==> src/sv/qcbp_pkg.sv <==
// Shared types, constants and layout functions of the quantized code bit packer.
// Used by the top level and the code memory; depends on nothing.
package qcbp_pkg;

    localparam int GroupSize = 64;
    localparam int AddrW     = 6;
    localparam int CodeW     = 7;

    // Code width settings
    localparam logic [2:0] CW_2 = 3'd2;
    localparam logic [2:0] CW_3 = 3'd3;
    localparam logic [2:0] CW_4 = 3'd4;
    localparam logic [2:0] CW_5 = 3'd5;
    localparam logic [2:0] CW_6 = 3'd6;
    localparam logic [2:0] CW_7 = 3'd7;

    localparam logic [2:0] CW_RESET = CW_4;

    typedef enum logic [1:0] {
        ST_IDLE,
        ST_READ,
        ST_LAST
    } state_t;

    // One read step of a packed byte: which code and which bits go where
    typedef struct packed {
        logic [AddrW-1:0] addr;
        logic [2:0]       rsh;
        logic [5:0]       fmask;
        logic [2:0]       lsh;
        logic             last;
    } step_t;

    function automatic logic [2:0] eff_width(input logic [2:0] w);
        return (w < CW_2) ? CW_2 : w;
    endfunction

    function automatic logic [6:0] width_mask(input logic [2:0] w);
        return 7'((8'd1 << w) - 8'd1);
    endfunction

    function automatic logic [5:0] burst_len(input logic [2:0] w);
        logic [5:0] len;
        case (w)
            CW_3:    len = 6'd24;
            CW_4:    len = 6'd8;
            CW_5:    len = 6'd40;
            CW_6:    len = 6'd48;
            CW_7:    len = 6'd56;
            default: len = 6'd16;
        endcase
        return len;
    endfunction

    // First byte of the top-bit word at the odd widths
    function automatic logic [5:0] top_base(input logic [2:0] w);
        logic [5:0] base;
        case (w)
            CW_3:    base = 6'd16;
            CW_5:    base = 6'd32;
            default: base = 6'd48;
        endcase
        return base;
    endfunction

    function automatic step_t step_info(input logic [2:0] w, input logic [5:0] b,
                                        input logic [2:0] s);
        step_t      si;
        logic [5:0] t;
        logic       top;
        si  = '0;
        top = ((w == CW_3) || (w == CW_5) || (w == CW_7)) && (b >= top_base(w));
        t   = b - top_base(w);
        if (top) begin
            // one top bit of each of eight codes
            si.addr  = {t[2:0], s};
            si.rsh   = w - 3'd1;
            si.fmask = 6'd1;
            si.lsh   = s;
            si.last  = (s == 3'd7);
        end else begin
            case (w)
                CW_4:
                begin
                    si.addr  = {2'b00, s[0], b[2:0]};
                    si.fmask = 6'd15;
                    si.lsh   = s[0] ? 3'd4 : 3'd0;
                    si.last  = s[0];
                end
                CW_5:
                begin
                    si.addr  = {b[4], s[0], b[3:0]};
                    si.fmask = 6'd15;
                    si.lsh   = s[0] ? 3'd4 : 3'd0;
                    si.last  = s[0];
                end
                CW_6, CW_7:
                begin
                    if (s[0]) begin
                        si.addr  = {2'b11, b[3:0]};
                        si.rsh   = {b[5:4], 1'b0};
                        si.fmask = 6'd3;
                        si.lsh   = 3'd6;
                        si.last  = 1'b1;
                    end else begin
                        si.addr  = b;
                        si.fmask = 6'd63;
                    end
                end
                default:
                begin
                    si.addr  = {s[1:0], b[3:0]};
                    si.fmask = 6'd3;
                    si.lsh   = {s[1:0], 1'b0};
                    si.last  = (s[1:0] == 2'd3);
                end
            endcase
        end
        return si;
    endfunction

endpackage

==> src/sv/quantized_code_bit_packer.sv <==
// Top level of the quantized code bit packer: sequencer, shared bit merge unit
// and output register. Depends on qcbp_pkg and qcbp_code_mem.
//
// channel   dir  handshake                 payload
// s_*       in   s_tvalid / s_tready       s_tdata[6:0] code, s_tlast last code
// m_*       out  m_tvalid / m_tready       m_tdata byte, m_tlast end of group,
//                                          m_tuser end of vector
// cfg_*     in   cfg_valid / cfg_ready     cfg_data code width
//
// A code that does not close a group is stored and leaves the input open.
// A closing code starts a burst; each byte is built by reading its codes one at a time
// through the single read port of the store, then folding in the last read in ST_LAST.
// Input is held off until the burst is fully built; output stalls pause the build.
// Reset is asynchronous, active low; code width resets to 4, the store is not cleared.
module quantized_code_bit_packer (
    input  logic       clk,
    input  logic       rst_n,
    input  logic       s_tvalid,
    output logic       s_tready,
    input  logic [7:0] s_tdata,   // [6:0] code, [7] zero pad
    input  logic       s_tlast,
    output logic       m_tvalid,
    input  logic       m_tready,
    output logic [7:0] m_tdata,   // [7:0] packed_byte
    output logic       m_tlast,
    output logic [0:0] m_tuser,   // [0] last_of_vector
    input  logic       cfg_valid,
    output logic       cfg_ready,
    input  logic [2:0] cfg_data
);
    import qcbp_pkg::*;

    state_t state_reg, state_next;

    logic [2:0]       cw_reg;
    logic [AddrW-1:0] fill_reg, fill_next;
    logic [6:0]       neff_reg, neff_next;
    logic             vend_reg, vend_next;
    logic [2:0]       width_reg, width_next;
    logic [5:0]       byte_reg, byte_next;
    logic [2:0]       step_reg, step_next;
    logic [7:0]       acc_reg, acc_next;

    // Control of the read in flight
    logic [2:0]       p_rsh_reg, p_rsh_next;
    logic [5:0]       p_fmask_reg, p_fmask_next;
    logic [2:0]       p_lsh_reg, p_lsh_next;
    logic             p_hit_reg, p_hit_next;

    logic             out_valid_reg, out_valid_next;
    logic [7:0]       out_data_reg, out_data_next;
    logic             out_last_reg, out_last_next;
    logic             out_vec_reg, out_vec_next;

    logic             s_accept;
    logic             out_free;
    logic [2:0]       cur_w;
    logic [6:0]       size;
    logic [6:0]       n_new;
    logic             flush;
    logic             last_byte;
    step_t            info;
    logic             mem_we;
    logic             rd_en;
    logic [CodeW-1:0] rd_data;
    logic [CodeW-1:0] masked;
    logic [CodeW-1:0] shifted;
    logic [5:0]       field;
    logic [7:0]       contrib;

    qcbp_code_mem u_mem (
        .clk     (clk),
        .wr_en   (mem_we),
        .wr_addr (fill_reg),
        .wr_data (s_tdata[CodeW-1:0]),
        .rd_en   (rd_en),
        .rd_addr (info.addr),
        .rd_data (rd_data)
    );

    assign s_tready  = (state_reg == ST_IDLE);
    assign cfg_ready = 1'b1;
    assign s_accept  = s_tvalid && s_tready;
    assign out_free  = !out_valid_reg || m_tready;

    // Group closing test on the incoming code
    assign cur_w = eff_width(cw_reg);
    assign size  = (cur_w == CW_4) ? 7'd16 : 7'd64;
    assign n_new = {1'b0, fill_reg} + 7'd1;
    assign flush = (n_new >= size) || s_tlast;

    assign info      = step_info(width_reg, byte_reg, step_reg);
    assign last_byte = (byte_reg == burst_len(width_reg) - 6'd1);

    // Shared merge unit: pick the field of the returned code and place it
    assign masked  = rd_data & width_mask(width_reg);
    assign shifted = masked >> p_rsh_reg;
    assign field   = shifted[5:0] & p_fmask_reg;
    assign contrib = p_hit_reg ? 8'({2'b00, field} << p_lsh_reg) : 8'd0;

    // Next state
    always_comb
    begin
        state_next = state_reg;
        unique case (state_reg)
            ST_IDLE:
            begin
                if (s_accept && flush) begin
                    state_next = ST_READ;
                end
            end
            ST_READ:
            begin
                if (info.last) begin
                    state_next = ST_LAST;
                end
            end
            ST_LAST:
            begin
                if (out_free) begin
                    state_next = last_byte ? ST_IDLE : ST_READ;
                end
            end
            default: state_next = ST_IDLE;
        endcase
    end

    // Datapath and outputs
    always_comb
    begin
        fill_next      = fill_reg;
        neff_next      = neff_reg;
        vend_next      = vend_reg;
        width_next     = width_reg;
        byte_next      = byte_reg;
        step_next      = step_reg;
        acc_next       = acc_reg;
        p_rsh_next     = p_rsh_reg;
        p_fmask_next   = p_fmask_reg;
        p_lsh_next     = p_lsh_reg;
        p_hit_next     = p_hit_reg;
        out_data_next  = out_data_reg;
        out_last_next  = out_last_reg;
        out_vec_next   = out_vec_reg;
        out_valid_next = out_valid_reg;
        mem_we         = 1'b0;
        rd_en          = 1'b0;

        // Drop the output word once taken
        if (out_valid_reg && m_tready) begin
            out_valid_next = 1'b0;
        end

        unique case (state_reg)
            ST_IDLE:
            begin
                if (s_accept) begin
                    mem_we = 1'b1;
                    if (flush) begin
                        fill_next  = '0;
                        neff_next  = (n_new < size) ? n_new : size;
                        vend_next  = s_tlast;
                        width_next = cur_w;
                        byte_next  = '0;
                        step_next  = '0;
                    end else begin
                        fill_next = n_new[AddrW-1:0];
                    end
                end
            end
            ST_READ:
            begin
                // Issue one code read, fold in the previous one
                rd_en        = 1'b1;
                p_rsh_next   = info.rsh;
                p_fmask_next = info.fmask;
                p_lsh_next   = info.lsh;
                p_hit_next   = ({1'b0, info.addr} < neff_reg);
                acc_next     = (step_reg == 3'd0) ? 8'd0 : (acc_reg | contrib);
                step_next    = step_reg + 3'd1;
            end
            ST_LAST:
            begin
                // Fold in the final read and hand the byte out
                if (out_free) begin
                    out_data_next  = acc_reg | contrib;
                    out_last_next  = last_byte;
                    out_vec_next   = last_byte && vend_reg;
                    out_valid_next = 1'b1;
                    byte_next      = byte_reg + 6'd1;
                    step_next      = '0;
                end
            end
            default:
            begin
            end
        endcase
    end

    // Control registers
    always_ff @(posedge clk or negedge rst_n)
    begin
        if (!rst_n) begin
            state_reg     <= ST_IDLE;
            cw_reg        <= CW_RESET;
            fill_reg      <= '0;
            out_valid_reg <= 1'b0;
        end else begin
            state_reg     <= state_next;
            fill_reg      <= fill_next;
            out_valid_reg <= out_valid_next;
            if (cfg_valid && cfg_ready) begin
                cw_reg <= cfg_data;
            end
        end
    end

    // Payload registers
    always_ff @(posedge clk)
    begin
        neff_reg     <= neff_next;
        vend_reg     <= vend_next;
        width_reg    <= width_next;
        byte_reg     <= byte_next;
        step_reg     <= step_next;
        acc_reg      <= acc_next;
        p_rsh_reg    <= p_rsh_next;
        p_fmask_reg  <= p_fmask_next;
        p_lsh_reg    <= p_lsh_next;
        p_hit_reg    <= p_hit_next;
        out_data_reg <= out_data_next;
        out_last_reg <= out_last_next;
        out_vec_reg  <= out_vec_next;
    end

    assign m_tvalid = out_valid_reg;
    assign m_tdata  = out_data_reg;
    assign m_tlast  = out_last_reg;
    assign m_tuser  = out_vec_reg;

endmodule

==> src/sv/qcbp_code_mem.sv <==
// Code store of the packer: one write port, one registered read port.
// Depends on qcbp_pkg for depth and code width.
module qcbp_code_mem (
    input  logic                   clk,
    input  logic                   wr_en,
    input  logic [qcbp_pkg::AddrW-1:0] wr_addr,
    input  logic [qcbp_pkg::CodeW-1:0] wr_data,
    input  logic                   rd_en,
    input  logic [qcbp_pkg::AddrW-1:0] rd_addr,
    output logic [qcbp_pkg::CodeW-1:0] rd_data
);
    import qcbp_pkg::*;

    logic [CodeW-1:0] mem [GroupSize];
    logic [CodeW-1:0] rd_data_reg;

    // Write incoming codes
    always_ff @(posedge clk)
    begin
        if (wr_en) begin
            mem[wr_addr] <= wr_data;
        end
    end

    // Register read data
    always_ff @(posedge clk)
    begin
        if (rd_en) begin
            rd_data_reg <= mem[rd_addr];
        end
    end

    assign rd_data = rd_data_reg;

endmodule

==> config.mk <==
export PLATFORM = sky130hd
export DESIGN_NAME = quantized_code_bit_packer
export DESIGN_NICKNAME = d
export VERILOG_FILES = /design/src/sv/qcbp_pkg.sv /design/src/sv/quantized_code_bit_packer.sv /design/src/sv/qcbp_code_mem.sv
export SDC_FILE = /design/constraint.sdc
export NUM_CORES = 1
export LEC_CHECK = 0
export BUFFER_PORTS_ARGS = -buffer_cell sky130_fd_sc_hd__buf_2
export CAP_MARGIN = 20
export CORE_ASPECT_RATIO = 1.4
export CORE_MARGIN = 1.5
export CORE_UTILIZATION = 45
export CTS_CLUSTER_DIAMETER = 30
export DETAILED_ROUTE_END_ITERATION = 10
export PLACE_DENSITY = 0.66
export SLEW_MARGIN = 20
export SYNTH_ARGS = -nofsm -noshare
export SYNTH_HDL_FRONTEND = slang
export SYNTH_SLANG_ARGS = --single-unit
==> constraint.sdc <==
create_clock -name clk -period 3.7 [get_ports clk]
set_input_delay 0.74 -clock clk [delete_from_list [all_inputs] [get_ports clk]]
set_output_delay 0.74 -clock clk [all_outputs]
set_load 0.005 [all_outputs]
Yosys cells after proc, flatten, opt, wreduce, memory -nomap -nowiden
Memories as Yosys holds them, arrays and structs flattened. A register that Yosys moved wholly into a read port is not among the register bits.
Index checks and enable logic that the tools add are counted.
{"block": "word_totals", "register_bits": 63, "ramBits": 448, "n_memories": 1}
{"memory": "u_mem.mem", "depth": 64, "word_bits": 7, "read_ports": 1, "rd_ports_with_merged_regs": 1, "write_ports": 1, "line_no": "qcbp_code_mem.sv:14", "rtl": "logic [CodeW-1:0] mem [GroupSize];"}
{"block": "op_classes", "muxes": 37, "n_addsub": 7, "n_shift": 3, "bitwise": 3, "n_lt_le_gt_ge": 5, "reduce_logical": 22, "eq_ne": 16}
{"op": "$mux W6", "count": 6}
{"op": "$pmux W6 S5", "count": 1}
{"op": "$pmux W6 S2", "count": 2}
{"op": "$mux W3", "count": 7}
{"op": "$pmux W10 S2", "count": 1}
{"op": "$mux W19", "count": 1}
{"op": "$eq A3 B3 Y1 const B", "count": 6}
{"op": "$pmux W6 S3", "count": 1}
{"op": "$mux W7", "count": 2}
{"op": "$mux W1", "count": 9}
{"op": "$pmux W3 S3", "count": 1}
{"op": "$mux W8", "count": 1}
{"op": "$or A8 B8 Y8", "count": 1}
{"op": "$reduce_and A4 Y1", "count": 2}
{"op": "$shl A6 B3 Y8", "count": 1}
{"op": "$add A6 B1 Y7 const B", "count": 1}
{"op": "$and A7 B7 Y7", "count": 1}
{"op": "$ge A7 B7 Y1", "count": 1}
{"op": "$lt A6 B7 Y1", "count": 1}
{"op": "$lt A7 B7 Y1", "count": 1}
{"op": "$shl A1 B3 Y7 const A", "count": 1}
{"op": "$shr A7 B3 Y6", "count": 1}
{"op": "$sub A7 B1 Y7 const B", "count": 1}
{"op": "$add A6 B1 Y6 const B", "count": 1}
{"op": "other kinds (26)", "count": 42}

Logic depth before layout (Yosys ltp)
Gate-level depths: netlist of run 1.
{"block": "depth", "word_depth": 9, "depth_mapped": 20, "mapped_depth_nobuf": 15}

Modules after synthesis
From an unflattened synthesis of run 1, not the netlist that was laid out.
{"block": "hier_totals", "cells_unflattened": 1212, "area_unflattened_um2": 21524.4}
{"mod": "qcbp_code_mem", "area_per_inst_um2": 17705.7, "n_inst": 1, "cells_each": 827}
{"mod": "quantized_code_bit_packer", "area_per_inst_um2": 3818.7, "n_inst": 1, "cells_each": 385}

Worst setup path before layout of run 1
OpenSTA, ideal clock, no wires.
{"block": "synth_path", "path_kind": "register to register", "from": "register width_reg[1]", "to": "register u_mem.rd_data_reg[5], in the netlist u_mem.rd_data[5] (read register of u_mem.mem), data pin", "period_less_slack_ns": 3.994, "arrival_ns": 3.726, "setup_time_ns": 0.268, "setup_slack_ns": -0.294, "path_stages_with_launch": 16, "t_required_ns": 3.432, "cell_sequence": "edfxtp_1 > clkbuf_1 > inv_1 > ha_1 > buf_2 > nand2_1 > ha_1 > nand4bb_4 > a211oi_4 > inv_4 > a21oi_4 > buf_2 > mux4_2 > a22oi_1 > and4_1 > nand4_1"}
{"block": "synth_via", "elab_chain_cells": 5}
{"element": "from (decl)", "line_no": "quantized_code_bit_packer.sv:39", "rtl": "logic [2:0] width_reg, width_next;"}
{"element": "from (signal assigned)", "line_no": "quantized_code_bit_packer.sv:223", "rtl": "width_reg <= width_next;"}
{"element": "$eq A3 B3 Y1 or $eq A3 B2 Y1 (tied branches)", "line_no": "qcbp_pkg.sv:58, qcbp_pkg.sv:72, qcbp_pkg.sv:82"}
{"element": "$pmux W6 S2 or $logic_or A1 B1 Y1 (tied branches)", "line_no": "qcbp_pkg.sv:58, qcbp_pkg.sv:72"}
{"element": "$ge A6 B6 Y1 or $logic_or A1 B1 Y1 (tied branches)", "line_no": "qcbp_pkg.sv:72", "rtl": "top = ((w == CW_3) || (w == CW_5) || (w == CW_7)) && (b >= top_base(w));"}
{"element": "$logic_and A1 B1 Y1", "line_no": "qcbp_pkg.sv:72"}
{"element": "$mux W19 (*)", "line_no": "qcbp_pkg.sv:74", "rtl": "if (top) begin"}
{"element": "to (decl)", "line_no": "qcbp_code_mem.sv:15", "rtl": "logic [CodeW-1:0] rd_data_reg;"}
Every way passes the cells marked *; elsewhere a longest branch is shown, timed or not.
A chain may end at the register's enable or synchronous reset.

Worst setup path in the final report of run 1
{"block": "layout_path", "from": "register width_reg[1]", "to": "register u_mem.rd_data_reg[1], in the netlist u_mem.rd_data[1] (read register of u_mem.mem), data pin"}
Same word-level chain as after synthesis.

==> run summary, run 1 <==
status: finished clean
unrepaired setup endpoints after global routing: yes
dpl hpwl: 34300 um
H-tree Lvls: 3
layout cells sized above 1: 0.265
Post-synth ARST share: 0.0233
crit-path leading delay family: buffers and inverters
crit end category: register
overall routing resource usage: 0.213
Worst VDD drop: 369 uV
Post-synth EDFFs: 503
drt pass-1 iters: 5
Worst Hold Class: in2async
YS warnings: 0
Syn Std Cell Area: 21900 sq um
Final setup viols: 0
DRC viols: 0
Syn Nets: 1446
WP buf/inv: 6
ANT nets after route: 0
minimum clock period: 3.67 ns
Max Cap Viol: 0
clock latency on the worst-skew pair: 0.60 ns
CP peak stage delay: 0.45 ns
CTS sink count: 515
ys flop type: edfxtp_1
IO Port Bufs: 27
Slew @ Worst Pin: 1.06 ns
register area share after synthesis: 0.705
clk buf depth: 3
Peak Freq: 0.272 GHz
Filler cells: 3712
num rows: 95
Max Slew Vio Count: 0
vias in the first global route: 13200
Final GP Congestion: 0.938
clock-pin slew on the worst setup and hold paths: 0.06 ns
Net count, final: 1633
Max-Slew Margin vs Limit: 0.295
Unique masters post-synth: 77
most frequent CP cell: buf_12
Setup TNS: 0 ns
Num CTS Buffers: 78
Worst Path Arrival: 3.97 ns
DR vias: 13100
largest net degree at the start of global routing: 65
CTS tree: yes
Vert. Die Dim: 264 um
# IOs: 30
Register Area: 15400 sq um
CTS Root Buffer Type: clkbuf_16
max FFs per register: 448
crit path cell chain: buf_6, clkinv_4, ha_4, nand2_4, ha_4, nand4bb_4, buf_6, a2111oi_4, a21oi_4, buf_12, buf_12, buf_12, mux4_2, a22oi_2, and4_4, nand4_1
die area: 49900 sq um
P&R area growth vs syn: 22.5%
Synth Area per Inst: 15.6 sq um
Die Wd: 189 um
Final period util: 0.992
core area: 48000 sq um
Via density: 5.72
Final Hold Viols: 0
leak pwr: 0.00937 uW
CTS Hold Bufs: 0
Worst Skew: 0.0341 ns
P per Cell Area: 764 nW/um^2
CP max stage cell: mux4_2
Post-Syn Instances: 1406
routed len/inst: 23.4 um
Synth Register Bits: 515
multi-input combinational cell area: 6060 sq um
DRT iter0 DRCs: 1022
Worst R2R Path Depth: 16
stages on the worst setup path: 16
total wire length: 53400 um
kind of critical path: reg2reg
ant diodes: 0
Tot Pwr: 20500 uW
Worst EP required: 4.00 ns
Startpoint Class: register
total gr overflow: 0
initial antenna violation count: 0
Worst Path Max Fanout: 6
Initial Util: 0.455
first-pass GRT wire length: 79200 um
==> cells by family (layout without fill, tap and decap cells) <==
family,after synthesis,count (layout),synth area share
AOI/OAI and AO/OA,247,247,0.0830
buffers and inverters,148,398,0.0282
muxes,127,127,0.0928
DFF,515,515,0.705
other,1,1,0.000171
and+or+nand+nor,332,332,0.0730
adders and majority gates,23,23,0.0132
xor gates and xnor gates,13,13,0.00521
==> cell usage after synthesis (6+ instances only) <==
cell type	count	share of area
a21o_1	6	0.0021
nand2b_1	6	0.0017
edfxtp_1	503	0.69
o21ai_0	42	0.0096
clkbuf_1	42	0.0072
a211oi_1	72	0.025
nand4_1	10	0.0029
buf_1	12	0.0021
buf_2	17	0.0039
a32oi_1	9	0.0036
nand2_1	103	0.018
a311oi_1	7	0.0028
xor2_1	8	0.0032
nand3_1	36	0.0082
nor2_1	97	0.017
and3_1	6	0.0017
nor3_1	14	0.0032
buf_4	6	0.0021
a22oi_1	29	0.010
a21oi_1	7	0.0016
ha_1	23	0.013
and4_1	8	0.0032
a221oi_1	8	0.0032
a31oi_1	15	0.0043
dfrtp_1	11	0.013
mux2i_1	62	0.028
inv_1	65	0.011
o2111ai_1	6	0.0024
nor2b_1	16	0.0046
mux4_2	58	0.060
==> layer usage <==
layer  global-route usage  vias to the layer above  wire, um  part of all wire
li1                     -                     5927         -                 -
met1                0.248                     6590     19900              0.37
met2                0.382                      449     28300              0.53
met3               0.0368                      112      2790             0.052
met4               0.0995                        0      2390             0.045
met5                    0                        -         0                 0
==> cell type report <==
| type | instances | share of cell area |
|---|---|---|
| clock buffer | 89 | 0.0771 |
| clock inverter | 54 | 0.0199 |
| inverter | 69 | 0.0101 |
| multi-input combinational | 743 | 0.226 |
| sequential | 515 | 0.575 |
| tap | 630 | 0.0294 |
| timing repair buffer | 186 | 0.0619 |
==> metrics by stage <==
step	utilization	cell area (sq um)	instances	worst slack, ns	hold slack, ns
2_1_floorplan	-	22000	1406	-0.0194	0.444
3_3_place_gp	0.494	23700	2128	-0.109	0.507
3_5_place_dp	0.494	23700	2128	-0.143	0.508
4_1_cts	0.550	26400	2275	0.0000679	0.00196
5_1_grt	0.558	26800	2286	-0.0685	0.0103
6_report	0.558	26800	2286	0.0294	0.0159
==> worst register-to-register path, cell delays in order (launching register included) <==
cell and delay, ns:
edfxtp_1 0.42, buf_6 0.15, clkinv_4 0.04, ha_4 0.13
nand2_4 0.05, ha_4 0.28, nand4bb_4 0.13, buf_6 0.16
a2111oi_4 0.43, a21oi_4 0.09, buf_12 0.19, buf_12 0.15
buf_12 0.15, mux4_2 0.45, a22oi_2 0.20, and4_4 0.25
nand4_1 0.12
==> layout by cell type, fill, tap and decap left out, types with 9 or more instances in the layout <==
master,count
nand3_1,36
dfrtp_1,11
a211oi_1,68
a22oi_2,18
a22oi_1,11
nand4_1,10
nor2b_1,15
o21ai_0,40
a31oi_1,15
mux2i_1,61
inv_6,9
edfxtp_1,503
nor3_1,10
buf_2,26
clkinv_4,10
mux4_2,58
ha_1,21
clkinvlp_4,9
nand2_1,102
buf_4,132
buf_12,16
inv_1,63
clkbuf_16,83
clkinv_2,9
a32oi_1,9
nor2_1,96
clkinv_1,10
==> report_power, final <==
group | switching (uW) | internal, uW
clock network | 2710 | 4490
logic | 3350 | 2700
registers | 315 | 6900
total | 6380 | 14100
==> path summary, 6_finish.rpt <==
check | start | to | slack [ns]
max in group asynchronous | rst_n | cw_reg[2] | 3.40
hold / removal | rst_n | fill_reg[5] | 0.02
setup reg to reg | width_reg[1] | u_mem.rd_data[1] | 0.03
setup / recovery | width_reg[1] | u_mem.rd_data[1] | 0.03
min in group clk | s_tlast | vend_reg | 0.37
hold reg to reg | acc_reg[0] | m_tdata[0] | 0.52
==> repair_timing <==
action	in CTS	in global routing
pin swaps	3	11
cloned	1	3
setup buffers	3	6
endpoints found under the setup margin	7	7
gates resized for setup	9	52
Power figures use the tool's default switching activity.
==> run 2: changes to the inputs <==
--- a/config.mk
+++ b/config.mk
@@ -10,6 +10,7 @@
 export CORE_ASPECT_RATIO = 1.4
 export CORE_MARGIN = 1.5
 export CORE_UTILIZATION = 45
+export CTS_BUF_LIST = sky130_fd_sc_hd__clkbuf_8
 export CTS_CLUSTER_DIAMETER = 30
 export DETAILED_ROUTE_END_ITERATION = 10
 export PLACE_DENSITY = 0.66
==> run 2 against run 1 <==
Against the previous run: design area decreased by 3.5%; global-route usage shrank 0.35 points; critical path depth did not move; total power fell by 11%; hold slack improved by 0.30 ns; sequential power about the same; die area is the same; register-to-register slack worse by 0.03 ns; highest routed layer unchanged.
==> run summary, run 2 (synthesized netlist as in run 1, its figures left out) <==
status: finished clean
P per Cell Area: 701 nW/um^2
clock latency on the worst-skew pair: 0.65 ns
Worst R2R Path Depth: 16
Num CTS Buffers: 87
final worst setup slack: 0.000212 ns
CTS Root Buffer Type: clkbuf_8
crit path cell chain: buf_6, clkinv_4, ha_4, nand2_4, ha_4, nand4bb_4, buf_6, a2111oi_4, buf_4, a21oi_4, buf_12, buf_6, mux4_2, a22oi_1, and4_4, nand4_1
design area: 25800 sq um
total wire length: 52400 um
vias in the first global route: 13100
Slew @ Worst Pin: 1.05 ns
Crit Reg-Reg Endpoint: u_mem.rd_data[1]
Startpoint Class: register
Final GP Congestion: 0.938
combinational share of power: 0.330
Worst VDD drop: 283 uV
Worst R2R Setup Slack: 0.0002 ns
WP buf/inv: 6
Cell Area, Placed: 23700 sq um
core area: 48000 sq um
CTS tree: yes
Die Wd: 189 um
Peak Freq: 0.270 GHz
beginning of the worst hold path: s_tlast
DRC viols: 0
largest net degree at the start of global routing: 65
dpl hpwl: 34300 um
Util after Layout: 0.538
Via density: 5.71
Max Slew Vio Count: 0
most frequent CP cell: buf_6
most frequent cells in the layout: edfxtp_1, buf_4, nand2_1
Max-Slew Margin vs Limit: 0.298
DP Worst Slack: -0.143 ns
Worst Path Arrival: 4.07 ns
num rows: 95
max FFs per register: 448
clk buf depth: 3
CTS sink count: 515
DR vias: 13100
clock-pin slew on the worst setup and hold paths: 0.06 ns
Final Hold Viols: 0
crit-path leading delay family: buffers and inverters
Seq pwr share: 0.398
drt pass-1 iters: 5
Final period util: 1.00
# IOs: 30
Vert. Die Dim: 264 um
RR Startpoint: width_reg[1]
minimum clock period: 3.70 ns
Sw Share: 0.326
power share of the clock group: 0.272
ANT nets after route: 0
Worst Path Max Fanout: 14
leak pwr: 0.00901 uW
most common cell after layout, fill and taps aside: edfxtp_1
total gr overflow: 0
Tot Pwr: 18100 uW
placed cells: 2128
Worst EP required: 4.07 ns
kind of critical path: reg2reg
worst setup path startpoint: width_reg[1]
H-tree Lvls: 3
Internal: 12200 uW
P&R area growth vs syn: 18.2%
Final setup viols: 0
crit end category: register
Max Cap Viol: 0
Switch Pwr: 5900 uW
Worst Hold Class: in2reg
unrepaired setup endpoints after global routing: yes
first-pass GRT wire length: 78000 um
routed len/inst: 22.8 um
initial antenna violation count: 1
CP peak stage delay: 0.43 ns
overall routing resource usage: 0.210
IO Port Bufs: 27
layout cells sized above 1: 0.258
WHS Endpoint: vend_reg
CP max stage cell: mux4_2
hold path depth: 1
DRT iter0 DRCs: 1172
die area: 49900 sq um
Worst Skew: 0.0349 ns
Net count, final: 1641
final cell count without fillers: 2299
Initial Util: 0.455
Filler cells: 3835
[run 2: changes by cell type in the layout (fill, tap and decap cells not counted), moves of 2 or more]
cell / previous run / this run
inv_8: 2 / 0
clkbuf_1: 6 / 0
clkbuf_16: 83 / 3
inv_1: 63 / 83
buf_12: 16 / 11
inv_6: 9 / 2
clkbuf_8: 3 / 92
buf_16: 1 / 3
clkinv_4: 10 / 4
clkinv_1: 10 / 16
clkinvlp_4: 9 / 11
[run 2: how the worst max path moves through the flow]
stage	cells past startpoint	to	slack, ns
2_1_floorplan	15	u_mem.rd_data[5]	-0.02
3_3_place_gp	14	u_mem.rd_data[4]	-0.11
3_5_place_dp	14	u_mem.rd_data[4]	-0.14
4_1_cts	15	u_mem.rd_data[5]	0.006
5_1_grt	17	u_mem.rd_data[1]	-0.14
6_report	16	u_mem.rd_data[1]	0.0002
[run 2: per-layer routing]
| layer | up-vias | part of all wire | global-route usage |
|---|---|---|---|
| li1 | 5932 | - | - |
| met1 | 6606 | 0.37 | 0.241 |
| met2 | 480 | 0.54 | 0.385 |
| met3 | 110 | 0.054 | 0.0323 |
| met4 | 0 | 0.036 | 0.0903 |
| met5 | - | 0 | 0 |
[run 2: layout make-up]
class                      count  area, sq um  area share
clock buffer                  92         1270      0.0490
clock inverter                64          448      0.0173
sequential                   515        15400       0.596
inverter                      69          269      0.0104
tap                          630          788      0.0305
antenna                        1         2.50   0.0000968
timing repair buffer         185         1610      0.0624
multi-input combinational    743         6050       0.234
[run 2: per-stage QoR]
step                      hold slack [ns]  TNS, ns
after floorplan                     0.444   -0.108
after global placement              0.507   -0.555
after detailed placement            0.508   -0.607
after CTS                           0.280        0
after global routing                0.308   -0.714
final                               0.319        0
[run 2: repair_timing]
item                                    in CTS  in global routing
hold buffers                                 1                  0
pin swaps                                    3                 15
gates cloned                                 1                  3
endpoints found under the hold margin       11                  0
endpoints found under the setup margin       7                  7
buffers inserted                             3                  5
resized for setup                           11                 44
[run 2: power by group through the flow]
stage                     combinational (uW)  clock, uW  sequential (uW)
after detailed placement                5450          0             7320
after CTS                               5610       5030             7200
after global routing                    6410       5280             7240
after global placement                  5390          0             7300
after floorplan                         3560          0             7150
final                                   5990       4930             7210
